[config.mk]
export PLATFORM = sky130hd
export DESIGN_NAME = timed_adsr_envelope
export DESIGN_NICKNAME = d
export VERILOG_FILES = /design/src/design/tadsr_pkg.sv /design/src/design/tadsr_div.sv /design/src/design/timed_adsr_envelope.sv
export VERILOG_INCLUDE_DIRS = /design/src /design/src/design
export SDC_FILE = /design/constraint.sdc
export NUM_CORES = 1
export LEC_CHECK = 0
export BUFFER_PORTS_ARGS = -buffer_cell sky130_fd_sc_hd__buf_4
export CAP_MARGIN = 10
export CORE_MARGIN = 4
export CORE_UTILIZATION = 25
export CTS_BUF_LIST = sky130_fd_sc_hd__clkbuf_16
export CTS_CLUSTER_DIAMETER = 60
export DETAILED_ROUTE_END_ITERATION = 6
export HOLD_SLACK_MARGIN = 0.02
export PLACE_DENSITY_LB_ADDON = 0.05
export RECOVER_POWER = 50
export SYNTH_ARGS = -nofsm -noshare
export SYNTH_HDL_FRONTEND = slang
export SYNTH_SLANG_ARGS = --single-unit
[constraint.sdc]
create_clock -name clk -period 23.8 [get_ports clk]
set_input_delay 5.95 -clock clk [delete_from_list [all_inputs] [get_ports clk]]
set_output_delay 5.95 -clock clk [all_outputs]
set_load 0.1 [all_outputs]
[src/design/assert_macros.svh]
// ----------------------------------------------------------------------------
// Assertion macros
// Shared concurrent assertion forms, clocked on clk and disabled in reset.
// ----------------------------------------------------------------------------
`ifndef ASSERT_MACROS_SVH
`define ASSERT_MACROS_SVH

// The property must hold at every rising clock edge outside reset.
`define ASSERT_CLK(lbl, prop, msg) \
	lbl: assert property (@(posedge clk) disable iff (!arst_n) (prop)) else $error(msg);

// The expression must never be true at a rising clock edge outside reset.
`define ASSERT_NEVER(lbl, expr, msg) \
	lbl: assert property (@(posedge clk) disable iff (!arst_n) !(expr)) else $error(msg);

`endif

[src/design/tadsr_pkg.sv]
// ----------------------------------------------------------------------------
// tadsr_pkg
// Types and constants shared by the timed ADSR envelope modules.
// ----------------------------------------------------------------------------
package tadsr_pkg;

	localparam int unsigned PH_W      = 3;
	localparam int unsigned CFG_IDX_W = 3;
	localparam int unsigned TICK_W    = 8;

	localparam logic [PH_W-1:0] PH_OFF     = 3'd0;
	localparam logic [PH_W-1:0] PH_ATTACK  = 3'd1;
	localparam logic [PH_W-1:0] PH_DECAY   = 3'd2;
	localparam logic [PH_W-1:0] PH_SUSTAIN = 3'd3;
	localparam logic [PH_W-1:0] PH_RELEASE = 3'd4;

	localparam logic [CFG_IDX_W-1:0] REG_ATTACK_LEN  = 3'd0;
	localparam logic [CFG_IDX_W-1:0] REG_DECAY_LEN   = 3'd1;
	localparam logic [CFG_IDX_W-1:0] REG_SUSTAIN_LEN = 3'd2;
	localparam logic [CFG_IDX_W-1:0] REG_RELEASE_LEN = 3'd3;
	localparam logic [CFG_IDX_W-1:0] REG_PEAK_LEVEL  = 3'd4;
	localparam logic [CFG_IDX_W-1:0] REG_HOLD_LEVEL  = 3'd5;

	localparam int unsigned RST_LENGTH = 100;
	localparam int unsigned RST_PEAK   = 65535;
	localparam int unsigned RST_HOLD   = 32768;

	typedef enum logic [3:0] {
		ST_IDLE = 4'b0001,
		ST_MUL  = 4'b0010,
		ST_DIV  = 4'b0100,
		ST_OUT  = 4'b1000
	} state_t;

	typedef struct packed {
		logic busy;
		logic done;
	} div_stat_t;

endpackage

[src/design/tadsr_div.sv]
// ----------------------------------------------------------------------------
// tadsr_div
// Restoring divider that retires one quotient bit per cycle.
// ----------------------------------------------------------------------------
`include "assert_macros.svh"

module tadsr_div
	import tadsr_pkg::*;
#(
	parameter int unsigned NW = 32,
	parameter int unsigned DW = 16,
	parameter int unsigned QW = 16
) (
	input  logic          clk,
	input  logic          arst_n,
	input  logic          start,
	input  logic [NW-1:0] num,
	input  logic [DW-1:0] den,
	output div_stat_t     stat,
	output logic [QW-1:0] quot
);

	localparam int unsigned CW = $clog2(QW + 1);

	logic          busy_q;
	logic          done_q;
	logic [CW-1:0] cnt_q;
	logic [DW-1:0] rem_q;
	logic [QW-1:0] lo_q;
	logic [DW-1:0] den_q;

	logic [DW:0]   trial;
	logic          qbit;
	logic [DW-1:0] rem_nxt;

	// The caller guarantees the quotient fits in QW bits, so the upper
	// numerator bits are already below the divisor when loaded.
	always_comb begin
		trial   = {rem_q, lo_q[QW-1]};
		qbit    = (trial >= {1'b0, den_q});
		rem_nxt = qbit ? DW'(trial - {1'b0, den_q}) : trial[DW-1:0];
	end

	always_ff @(posedge clk or negedge arst_n) begin
		if (!arst_n) begin
			busy_q <= 1'b0;
			done_q <= 1'b0;
			cnt_q  <= '0;
		end else begin
			done_q <= 1'b0;
			if (start) begin
				busy_q <= 1'b1;
				cnt_q  <= CW'(QW);
			end else if (busy_q) begin
				cnt_q <= cnt_q - CW'(1);
				if (cnt_q == CW'(1)) begin
					busy_q <= 1'b0;
					done_q <= 1'b1;
				end
			end
		end
	end

	always_ff @(posedge clk) begin
		if (start) begin
			rem_q <= num[NW-1:QW];
			lo_q  <= num[QW-1:0];
			den_q <= den;
		end else if (busy_q) begin
			rem_q <= rem_nxt;
			lo_q  <= {lo_q[QW-2:0], qbit};
		end
	end

	assign stat.busy = busy_q;
	assign stat.done = done_q;
	assign quot      = (den_q == '0) ? '0 : lo_q;

	`ASSERT_CLK(a_start_when_free, start |-> !busy_q, "divider started while busy")
	`ASSERT_CLK(a_done_ends_run, done_q |-> ($past(busy_q) && !busy_q), "stray divider done")

endmodule

[src/design/timed_adsr_envelope.sv]
// ----------------------------------------------------------------------------
// timed_adsr_envelope
// Linear attack, decay, timed sustain and release envelope generator.
// ----------------------------------------------------------------------------
// A request with tuser high restarts the attack phase; a request with tuser
// low carries the ticks elapsed since the last request. Every request yields
// one result holding the level and the phase. A trigger, or a tick while the
// envelope is off, goes from the idle state straight to the output step. Any
// other tick that leaves the envelope in sustain or off passes through the
// multiply step before the output step. A tick that leaves it in attack,
// decay or release also waits in the divide step for the shared divider,
// which retires one quotient bit per cycle. A result that is not taken holds
// the block in its output step until the output register is free. The output
// register lets the block take the next request while a result still waits.
`include "assert_macros.svh"

module timed_adsr_envelope
	import tadsr_pkg::*;
#(
	parameter int unsigned LEVEL_BITS = 16,
	parameter int unsigned TIME_BITS  = 16
) (
	input  logic                  clk,
	input  logic                  arst_n,
	input  logic                  s_tvalid,
	output logic                  s_tready,
	input  logic [TICK_W-1:0]     s_tdata,    // tick_count
	input  logic                  s_tuser,    // req_type
	output logic                  m_tvalid,
	input  logic                  m_tready,
	// level, stage, zero fill
	output logic [((LEVEL_BITS + PH_W + 7) / 8) * 8 - 1:0] m_tdata,
	input  logic                  cfg_we,
	input  logic [CFG_IDX_W-1:0]  cfg_index,
	input  logic [((TIME_BITS > LEVEL_BITS) ? TIME_BITS : LEVEL_BITS)-1:0] cfg_data
);

	localparam int unsigned OUT_W = ((LEVEL_BITS + PH_W + 7) / 8) * 8;
	localparam int unsigned NW    = LEVEL_BITS + TIME_BITS;

	logic [TIME_BITS-1:0]  attack_len_q;
	logic [TIME_BITS-1:0]  decay_len_q;
	logic [TIME_BITS-1:0]  sustain_len_q;
	logic [TIME_BITS-1:0]  release_len_q;
	logic [LEVEL_BITS-1:0] peak_q;
	logic [LEVEL_BITS-1:0] hold_q;

	state_t                state_q;
	logic [PH_W-1:0]       phase_q;
	logic [TIME_BITS-1:0]  timer_q;
	logic [LEVEL_BITS-1:0] amp_q;
	logic                  m_tvalid_q;
	logic [OUT_W-1:0]      m_tdata_q;

	logic [LEVEL_BITS-1:0] hold_eff;
	logic [TIME_BITS-1:0]  len_sel;
	logic [LEVEL_BITS-1:0] end_sel;
	logic [PH_W-1:0]       phase_nxt;
	logic [TIME_BITS:0]    sum;
	logic [TIME_BITS-1:0]  timer_sat;
	logic                  interp;
	logic                  sub_sel;
	logic [LEVEL_BITS-1:0] mul_a;
	logic [LEVEL_BITS-1:0] base_sel;
	logic [NW-1:0]         prod;
	logic                  s_acc;
	logic                  out_free;
	logic                  out_load;
	logic                  div_start;
	div_stat_t             div_stat;
	logic [LEVEL_BITS-1:0] quot;

	assign hold_eff = (hold_q > peak_q) ? peak_q : hold_q;

	// Length, end level and operands all follow the registered phase.
	always_comb begin
		len_sel   = '0;
		end_sel   = '0;
		phase_nxt = PH_OFF;
		interp    = 1'b0;
		sub_sel   = 1'b0;
		mul_a     = '0;
		base_sel  = '0;
		case (phase_q)
			PH_ATTACK: begin
				len_sel   = attack_len_q;
				end_sel   = peak_q;
				phase_nxt = PH_DECAY;
				interp    = 1'b1;
				mul_a     = peak_q;
			end
			PH_DECAY: begin
				len_sel   = decay_len_q;
				end_sel   = hold_eff;
				phase_nxt = PH_SUSTAIN;
				interp    = 1'b1;
				sub_sel   = 1'b1;
				mul_a     = peak_q - hold_eff;
				base_sel  = peak_q;
			end
			PH_SUSTAIN: begin
				len_sel   = sustain_len_q;
				end_sel   = hold_eff;
				phase_nxt = PH_RELEASE;
			end
			PH_RELEASE: begin
				len_sel   = release_len_q;
				phase_nxt = PH_OFF;
				interp    = 1'b1;
				sub_sel   = 1'b1;
				mul_a     = hold_eff;
				base_sel  = hold_eff;
			end
			default: begin
				phase_nxt = PH_OFF;
			end
		endcase
	end

	assign sum       = {1'b0, timer_q} + (TIME_BITS + 1)'(s_tdata);
	assign timer_sat = sum[TIME_BITS] ? '1 : sum[TIME_BITS-1:0];
	assign prod      = NW'(mul_a) * NW'(timer_q);

	assign s_tready  = (state_q == ST_IDLE);
	assign s_acc     = s_tvalid && s_tready;
	assign out_free  = !m_tvalid_q || m_tready;
	assign out_load  = (state_q == ST_OUT) && out_free;
	assign div_start = (state_q == ST_MUL) && interp;

	tadsr_div #(
		.NW (NW),
		.DW (TIME_BITS),
		.QW (LEVEL_BITS)
	) u_div (
		.clk    (clk),
		.arst_n (arst_n),
		.start  (div_start),
		.num    (prod),
		.den    (len_sel),
		.stat   (div_stat),
		.quot   (quot)
	);

	always_ff @(posedge clk or negedge arst_n) begin
		if (!arst_n) begin
			attack_len_q  <= TIME_BITS'(RST_LENGTH);
			decay_len_q   <= TIME_BITS'(RST_LENGTH);
			sustain_len_q <= TIME_BITS'(RST_LENGTH);
			release_len_q <= TIME_BITS'(RST_LENGTH);
			peak_q        <= LEVEL_BITS'(RST_PEAK);
			hold_q        <= LEVEL_BITS'(RST_HOLD);
		end else if (cfg_we) begin
			case (cfg_index)
				REG_ATTACK_LEN:  attack_len_q  <= cfg_data[TIME_BITS-1:0];
				REG_DECAY_LEN:   decay_len_q   <= cfg_data[TIME_BITS-1:0];
				REG_SUSTAIN_LEN: sustain_len_q <= cfg_data[TIME_BITS-1:0];
				REG_RELEASE_LEN: release_len_q <= cfg_data[TIME_BITS-1:0];
				REG_PEAK_LEVEL:  peak_q        <= cfg_data[LEVEL_BITS-1:0];
				REG_HOLD_LEVEL:  hold_q        <= cfg_data[LEVEL_BITS-1:0];
				default: begin
				end
			endcase
		end
	end

	always_ff @(posedge clk or negedge arst_n) begin
		if (!arst_n) begin
			state_q    <= ST_IDLE;
			phase_q    <= PH_OFF;
			timer_q    <= '0;
			amp_q      <= '0;
			m_tvalid_q <= 1'b0;
		end else begin
			if (out_load) begin
				m_tvalid_q <= 1'b1;
			end else if (m_tready) begin
				m_tvalid_q <= 1'b0;
			end
			case (state_q)
				ST_IDLE: begin
					if (s_acc) begin
						if (s_tuser) begin
							phase_q <= PH_ATTACK;
							timer_q <= '0;
							state_q <= ST_OUT;
						end else if (phase_q == PH_OFF) begin
							state_q <= ST_OUT;
						end else begin
							if (timer_sat >= len_sel) begin
								amp_q   <= end_sel;
								phase_q <= phase_nxt;
								timer_q <= '0;
							end else begin
								timer_q <= timer_sat;
							end
							state_q <= ST_MUL;
						end
					end
				end
				ST_MUL: begin
					state_q <= interp ? ST_DIV : ST_OUT;
				end
				ST_DIV: begin
					if (div_stat.done) begin
						amp_q   <= sub_sel ? base_sel - quot : base_sel + quot;
						state_q <= ST_OUT;
					end
				end
				ST_OUT: begin
					if (out_free) begin
						state_q <= ST_IDLE;
					end
				end
				default: begin
					state_q <= ST_IDLE;
				end
			endcase
		end
	end

	always_ff @(posedge clk) begin
		if ((state_q == ST_OUT) && out_free) begin
			m_tdata_q <= OUT_W'({phase_q, amp_q});
		end
	end

	assign m_tvalid = m_tvalid_q;
	assign m_tdata  = m_tdata_q;

	`ASSERT_CLK(a_div_done_in_div, div_stat.done |-> (state_q == ST_DIV), "divider done outside divide state")
	`ASSERT_CLK(a_trigger_attack, (s_tvalid && s_tready && s_tuser) |=> (phase_q == PH_ATTACK), "trigger did not restart attack")
	`ASSERT_NEVER(a_phase_range, phase_q > PH_RELEASE, "phase out of range")

endmodule

Word-level counts from Yosys, hierarchy flattened
Index checks and enable logic that the tools add are counted.
- add/subtract/negate cells: 6
- div/mod/pow operators: 0
- reductions and logical operators: 25
- shift operators: 0
- multipliers: 1
- mux-type cells: 45
- bitwise logic cells: 0
- equal/unequal tests: 21
- $lt $le $gt $ge: 3
- operators with widths (kind ; count):
    16-bit 2-to-1 mux ; 17
    16-bit case mux with 2 select lines ; 3
    16-bit case mux with 4 select lines ; 1
    16-bit case mux with 3 select lines ; 1
    16-bit subtractor ; 3
    16-bit by 16-bit multiplier with 32-bit output ; 1
    4-bit 2-to-1 mux ; 6
    16-bit by 8-bit adder with 17-bit output ; 1
    17-bit by 16-bit >= comparator with 1-bit output ; 1
    16-bit adder ; 1
    16-bit >= comparator ; 1
    16-bit > comparator ; 1
    16-bit logical NOT ; 1
    4-bit case mux with 4 select lines ; 1
    3-bit by 2-bit == test with 1-bit output (second input constant) ; 4
    2-bit AND reduction ; 6
    1-bit 2-to-1 mux ; 10
    5-bit 2-to-1 mux ; 2
    3-bit == test (second input constant) ; 3
    3-bit 2-to-1 mux ; 3
    3-bit case mux with 3 select lines ; 1
    2-bit inequality test (second input constant) ; 4
    2-bit nonzero test ; 4
    3-bit by 1-bit == test with 1-bit output (second input constant) ; 2
    other kinds (16) ; 23
- memories kept: 0
- bits in writable memories: 0
- register bits after elaboration: 210
- output and inout port bits: 26
- latch bits: 0
- memory bits (read-only): 0
- logic and storage cells: 119
- input port bits: 33

Longest topological paths before layout
- depth after elaboration: 8
- mapped depth: 44
- gate-level depth less buffers: 41

By module
From an unflattened synthesis, not the netlist that was laid out.
- cells, all modules: 2319
- area total of the unflattened synthesis: 22068.7 um^2
- modules (own cells, without submodules) (module ; instances ; cells an instance ; area an instance (um^2)):
    timed_adsr_envelope ; 1 ; 2010 ; 18720.5
    tadsr_div ; 1 ; 309 ; 3348.2

Worst setup path after synthesis
No wires, ideal clock.
- path kind: input port to flip-flop
- from: in s_tdata[0]
- to: reg timer_q[10]
- setup time: 0.067 ns
- arrival: 10.066 ns
- path slack: 13.666 ns
- buffers on the path: 2
- stages: 20
- cells stage by stage: ha_1 inv_1 fa_1 nor2b_1 o21ai_0 a21boi_1 o21ai_0 a2111oi_1 nand2b_1 clkbuf_1 nand2_1 ha_1 a21o_1 a211o_1 a21oi_1 a211oi_1 or3_1 clkbuf_1 nor2_1 a22o_1
- longest elaborated chain between the ends: 6
- ends and longest elaborated chain (what ; line ; text):
    start: declaration ; timed_adsr_envelope.sv:27 ; input logic [TICK_W-1:0] s_tdata,
    16-bit by 8-bit adder with 17-bit output * ; timed_adsr_envelope.sv:120 ; assign sum = {1'b0, timer_q} + (TIME_BITS + 1)'(s_tdata);
    16-bit 2-to-1 mux * ; timed_adsr_envelope.sv:121 ; assign timer_sat = sum[TIME_BITS] ? '1 : sum[TIME_BITS-1:0];
    16-bit >= comparator ; timed_adsr_envelope.sv:189 ; if (timer_sat >= len_sel) begin
    16-bit 2-to-1 mux * ; timed_adsr_envelope.sv:189 ;
    16-bit 2-to-1 mux * ; timed_adsr_envelope.sv:186 ; end else if (phase_q == PH_OFF) begin
    16-bit 2-to-1 mux * ; timed_adsr_envelope.sv:182 ; if (s_tuser) begin
    end signal: assignment ; timed_adsr_envelope.sv:194 ; timer_q <= timer_sat;
    end: declaration ; timed_adsr_envelope.sv:50 ; logic [TIME_BITS-1:0] timer_q;
Mark *: on every way between the ends. The rest lies on a longest branch, timed or not. The select of a mux whose other input is x is not followed.
A chain may end at the register's enable or synchronous reset.

Worst setup path in the final report
- from: reg peak_q[15]
- to: reg u_div.rem_q[14], data pin
- longest elaborated chain between the ends: 6
- ends and longest elaborated chain (what ; line ; text):
    start: declaration ; timed_adsr_envelope.sv:45 ; logic [LEVEL_BITS-1:0] peak_q;
    start signal: assignment ; timed_adsr_envelope.sv:150 ; peak_q <= LEVEL_BITS'(RST_PEAK);
    start signal: assignment ; timed_adsr_envelope.sv:158 ; REG_PEAK_LEVEL: peak_q <= cfg_data[LEVEL_BITS-1:0];
    16-bit > comparator ; timed_adsr_envelope.sv:73 ; assign hold_eff = (hold_q > peak_q) ? peak_q : hold_q;
    16-bit 2-to-1 mux ; timed_adsr_envelope.sv:73 ;
    16-bit subtractor ; timed_adsr_envelope.sv:98 ; mul_a = peak_q - hold_eff;
    16-bit case mux with 3 select lines * ; timed_adsr_envelope.sv:84 ; case (phase_q)
    16-bit by 16-bit multiplier with 32-bit output * ; timed_adsr_envelope.sv:122 ; assign prod = NW'(mul_a) * NW'(timer_q);
    16-bit 2-to-1 mux * ; tadsr_div.sv:65 ; if (start) begin
    end signal: assignment ; tadsr_div.sv:66 ; rem_q <= num[NW-1:QW];
    end signal: assignment ; tadsr_div.sv:70 ; rem_q <= rem_nxt;
    end: declaration ; tadsr_div.sv:28 ; logic [DW-1:0] rem_q;
Mark *: on every way between the ends. The rest lies on a longest branch, timed or not.

==> flow_summary.json <==
{
  "status": "finished, violations left",
  "violations": "capacitance limit, slew limit",
  "yosysWarnings": 0,
  "syn-instance-count": 2355,
  "utilization_pct": 28.7,
  "firstDrtPassIters": 5,
  "place_ws_ns": 11.92,
  "combinationalPowerShare_pct": 63.7,
  "power_frac_clock_pct": 17.3,
  "worst_pin_slew_ns": 4.47,
  "worstPathRequired_ns": 24.17,
  "peakVddDrop_mv": 0.0522,
  "synthesis.area_sq_mm": 0.0220,
  "rsz0062_at_grt": "no",
  "cts_hold_buf": 0,
  "fin_crit_ns": 12.08,
  "num_vias": 17400,
  "cts.clk_slew.worst_paths_ns": 0.05,
  "clock_path_buffers": 3,
  "gp_congestion": 0.813,
  "cts_sinks": 210,
  "drive_gt1_share_pct": 11.9,
  "power_leakage_nw": 11.4,
  "nets": 2813,
  "cts_buffers": 36,
  "crit_path_max_fanout": 17,
  "cts-resized-gates": 0,
  "setup_violations": 0,
  "cts_tree": "done",
  "endpoint_kind": "flop",
  "drt_iter0_drc": 999,
  "grt_max_degree": 73,
  "cts_root_buffer": "clkbuf_16",
  "swShare_pct": 50.5,
  "p_sw_mw": 1.52,
  "placed_cells": 3506,
  "pwr-share-seq_pct": 19.0,
  "cp-start-kind": "flop",
  "postCtsSetupRepairBufs": 0,
  "drv_cap": 5,
  "drt-wirelength-per-cell_um": 21.8,
  "vias_per_cell": 4.87,
  "grt_first_pass_wirelength_um": 119000,
  "whs_ns": 0.451,
  "cts_max_level": 2,
  "grt_pass1_vias": 18400,
  "routed_wl_um": 77800,
  "core_sq_mm": 0.0869,
  "synth_ff_type": "dfrtp_1",
  "setup-tns-final_ns": 0,
  "drt.antenna.violating_nets": 0,
  "rows": 108,
  "p_int_mw": 1.49,
  "crit_arrival_ns": 12.45,
  "synth_cell_type_count": 84,
  "p_per_area_mw_per_mm2": 121,
  "fin_crit_sh_pct": 50.8,
  "overflow": 0,
  "diodes": 0,
  "fin_skew_ns": 0.0262,
  "synth_area_per_cell_sq_um": 9.32,
  "crit_top_cell": "fa_1",
  "io_buffers": 53,
  "drv_slew": 206,
  "io_pins": 59,
  "ys_seq_area_share_pct": 25.6,
  "cp_slowest_stage_delay_ns": 0.87,
  "clkLatencyLatePin_ns": 0.55,
  "r2r_slack_ns": 11.72,
  "place_hpwl_um": 60800,
  "hold_viol_final": 0,
  "ys_ff_latch": 210,
  "initial_core_util_pct": 25.3,
  "path_class": "flop to flop",
  "track_usage_pct": 16.7,
  "async_flop_share_pct": 68.1,
  "synth_edf_count": 67,
  "setup_slack_ns": 11.72,
  "fp.dieH_um": 304,
  "antenna_found_initial": 2,
  "area_growth_syn_to_layout_pct": 13.7,
  "dieArea_sq_mm": 0.0926,
  "crit_slowest_cell": "a21oi_2",
  "die_x_um": 304,
  "relSlewSlack_pct": -198,
  "hold_class": "flop to flop",
  "max_freq_ghz": 0.0828,
  "drc": 0,
  "instances_no_fill": 3572
}
worst paths after layout:
check | depth (start not counted) | end | start
max in group asynchronous | 2 | sustain_len_q[7]$_DFFE_PN0P_ | arst_n
worst min register to register | 0 | m_tdata[2]$_DFFE_PP_ | amp_q[2]$_DFFE_PN0P_
worst max-delay path | 33 | u_div.rem_q[14]$_DFFE_PP_ | peak_q[15]$_DFFE_PN1P_
worst min-delay path | 0 | m_tdata[2]$_DFFE_PP_ | amp_q[2]$_DFFE_PN0P_
min in group asynchronous | 1 | timer_q[4]$_DFFE_PN0P_ | arst_n
worst max register to register | 33 | u_div.rem_q[14]$_DFFE_PP_ | peak_q[15]$_DFFE_PN1P_
placed cells by master (no fill, tap or decap), types with 14 or more instances in the layout:
cell type  count
and2_1        99
nor2b_1       30
inv_1        302
a31oi_1       17
fa_1         198
o211ai_1      14
xnor2_1       46
nor2_1        87
mux2_2        86
and3_1        15
dfstp_2       29
o21ai_0      126
xor2_1        24
clkbuf_16     37
nand4_1       14
o21a_1        46
edfxtp_1      67
a22o_1        30
nand2b_1      23
mux2i_1       20
o22ai_1       16
dfrtp_1      113
nor3_1        38
a21oi_1      132
nand3_1       35
buf_4         93
ha_1         193
a221oi_1      16
nand2_1      238
a21o_1        26
routing by layer:
metal | global-route usage [%] | wire, um | vias to the layer above
met5 | 0 | 0 | -
met4 | 3.04 | 1110 | 0
met3 | 1.84 | 2510 | 67
met2 | 27.9 | 36600 | 291
met1 | 23.6 | 37600 | 8864
li1 | - | - | 8180
synthesized netlist by cell type (all sizes together) (67+ instances only):
cell type | number | area (sq um)
o21ai | 135 | 676
ha | 193 | 2410
nand2 | 238 | 893
fa | 198 | 3960
dfrtp | 113 | 2830
inv | 295 | 1110
and2 | 99 | 619
clkbuf | 94 | 353
edfxtp | 67 | 2010
a21oi | 133 | 669
nor2 | 89 | 334
mux2 | 86 | 968
power groups by stage:
| stage | Sequential, mW | Combinational, mW | Clock, mW |
|---|---|---|---|
| finish | 0.573 | 1.92 | 0.521 |
| global route | 0.586 | 2.16 | 0.557 |
| CTS | 0.574 | 1.96 | 0.542 |
| detailed placement | 0.580 | 1.94 | 0 |
| global placement | 0.579 | 1.95 | 0 |
| floorplan | 0.571 | 1.29 | 0 |
cell families after synthesis:
group                      share of synthesized area, %
and+or+nand+nor                                    14.4
AOI/OAI and AO/OA                                  15.6
buffers and inverters                              7.17
adders and majority gates                          29.0
DFF                                                25.6
muxes                                              5.32
xor gates and xnor gates                           2.79
other                                            0.0171
registers in the layout (all words and copies together) (netlist names), 16 cells and up:
signal and flops:
u_div.rem_q 16, m_tdata 19, amp_q 16, attack_len_q 16
peak_q 16, timer_q 16, hold_q 16, release_len_q 16
u_div.den_q 16, decay_len_q 16, sustain_len_q 16, u_div.lo_q 16
stage by stage:
stage | total power, mW | area [sq um]
final | 3.01 | 25000
after CTS | 3.07 | 25000
after floorplan | 1.86 | 22000
after global routing | 3.30 | 25000
after global placement | 2.53 | 23800
after detailed placement | 2.52 | 23800
area by class of cell:
| cell class | count | area [sq um] |
|---|---|---|
| Clock buffer | 37 | 926 |
| Clock inverter | 29 | 277 |
| Fill cell | 9236 | 61900 |
| Inverter | 295 | 1110 |
| Multi-Input combinational cell | 1740 | 14800 |
| Sequential cell | 210 | 5630 |
| Tap cell | 1155 | 1450 |
| Timing Repair Buffer | 106 | 751 |
worst max-delay path: cells and delay by family, from the launching register on:
kind                       cells  cell delay [ns]
buffers and inverters          4             0.32
AOI/OAI and AO/OA             14             4.68
and+or+nand+nor                6             2.15
DFF                            1             0.62
adders and majority gates      9             4.14
(Power assumes the default switching activity.)
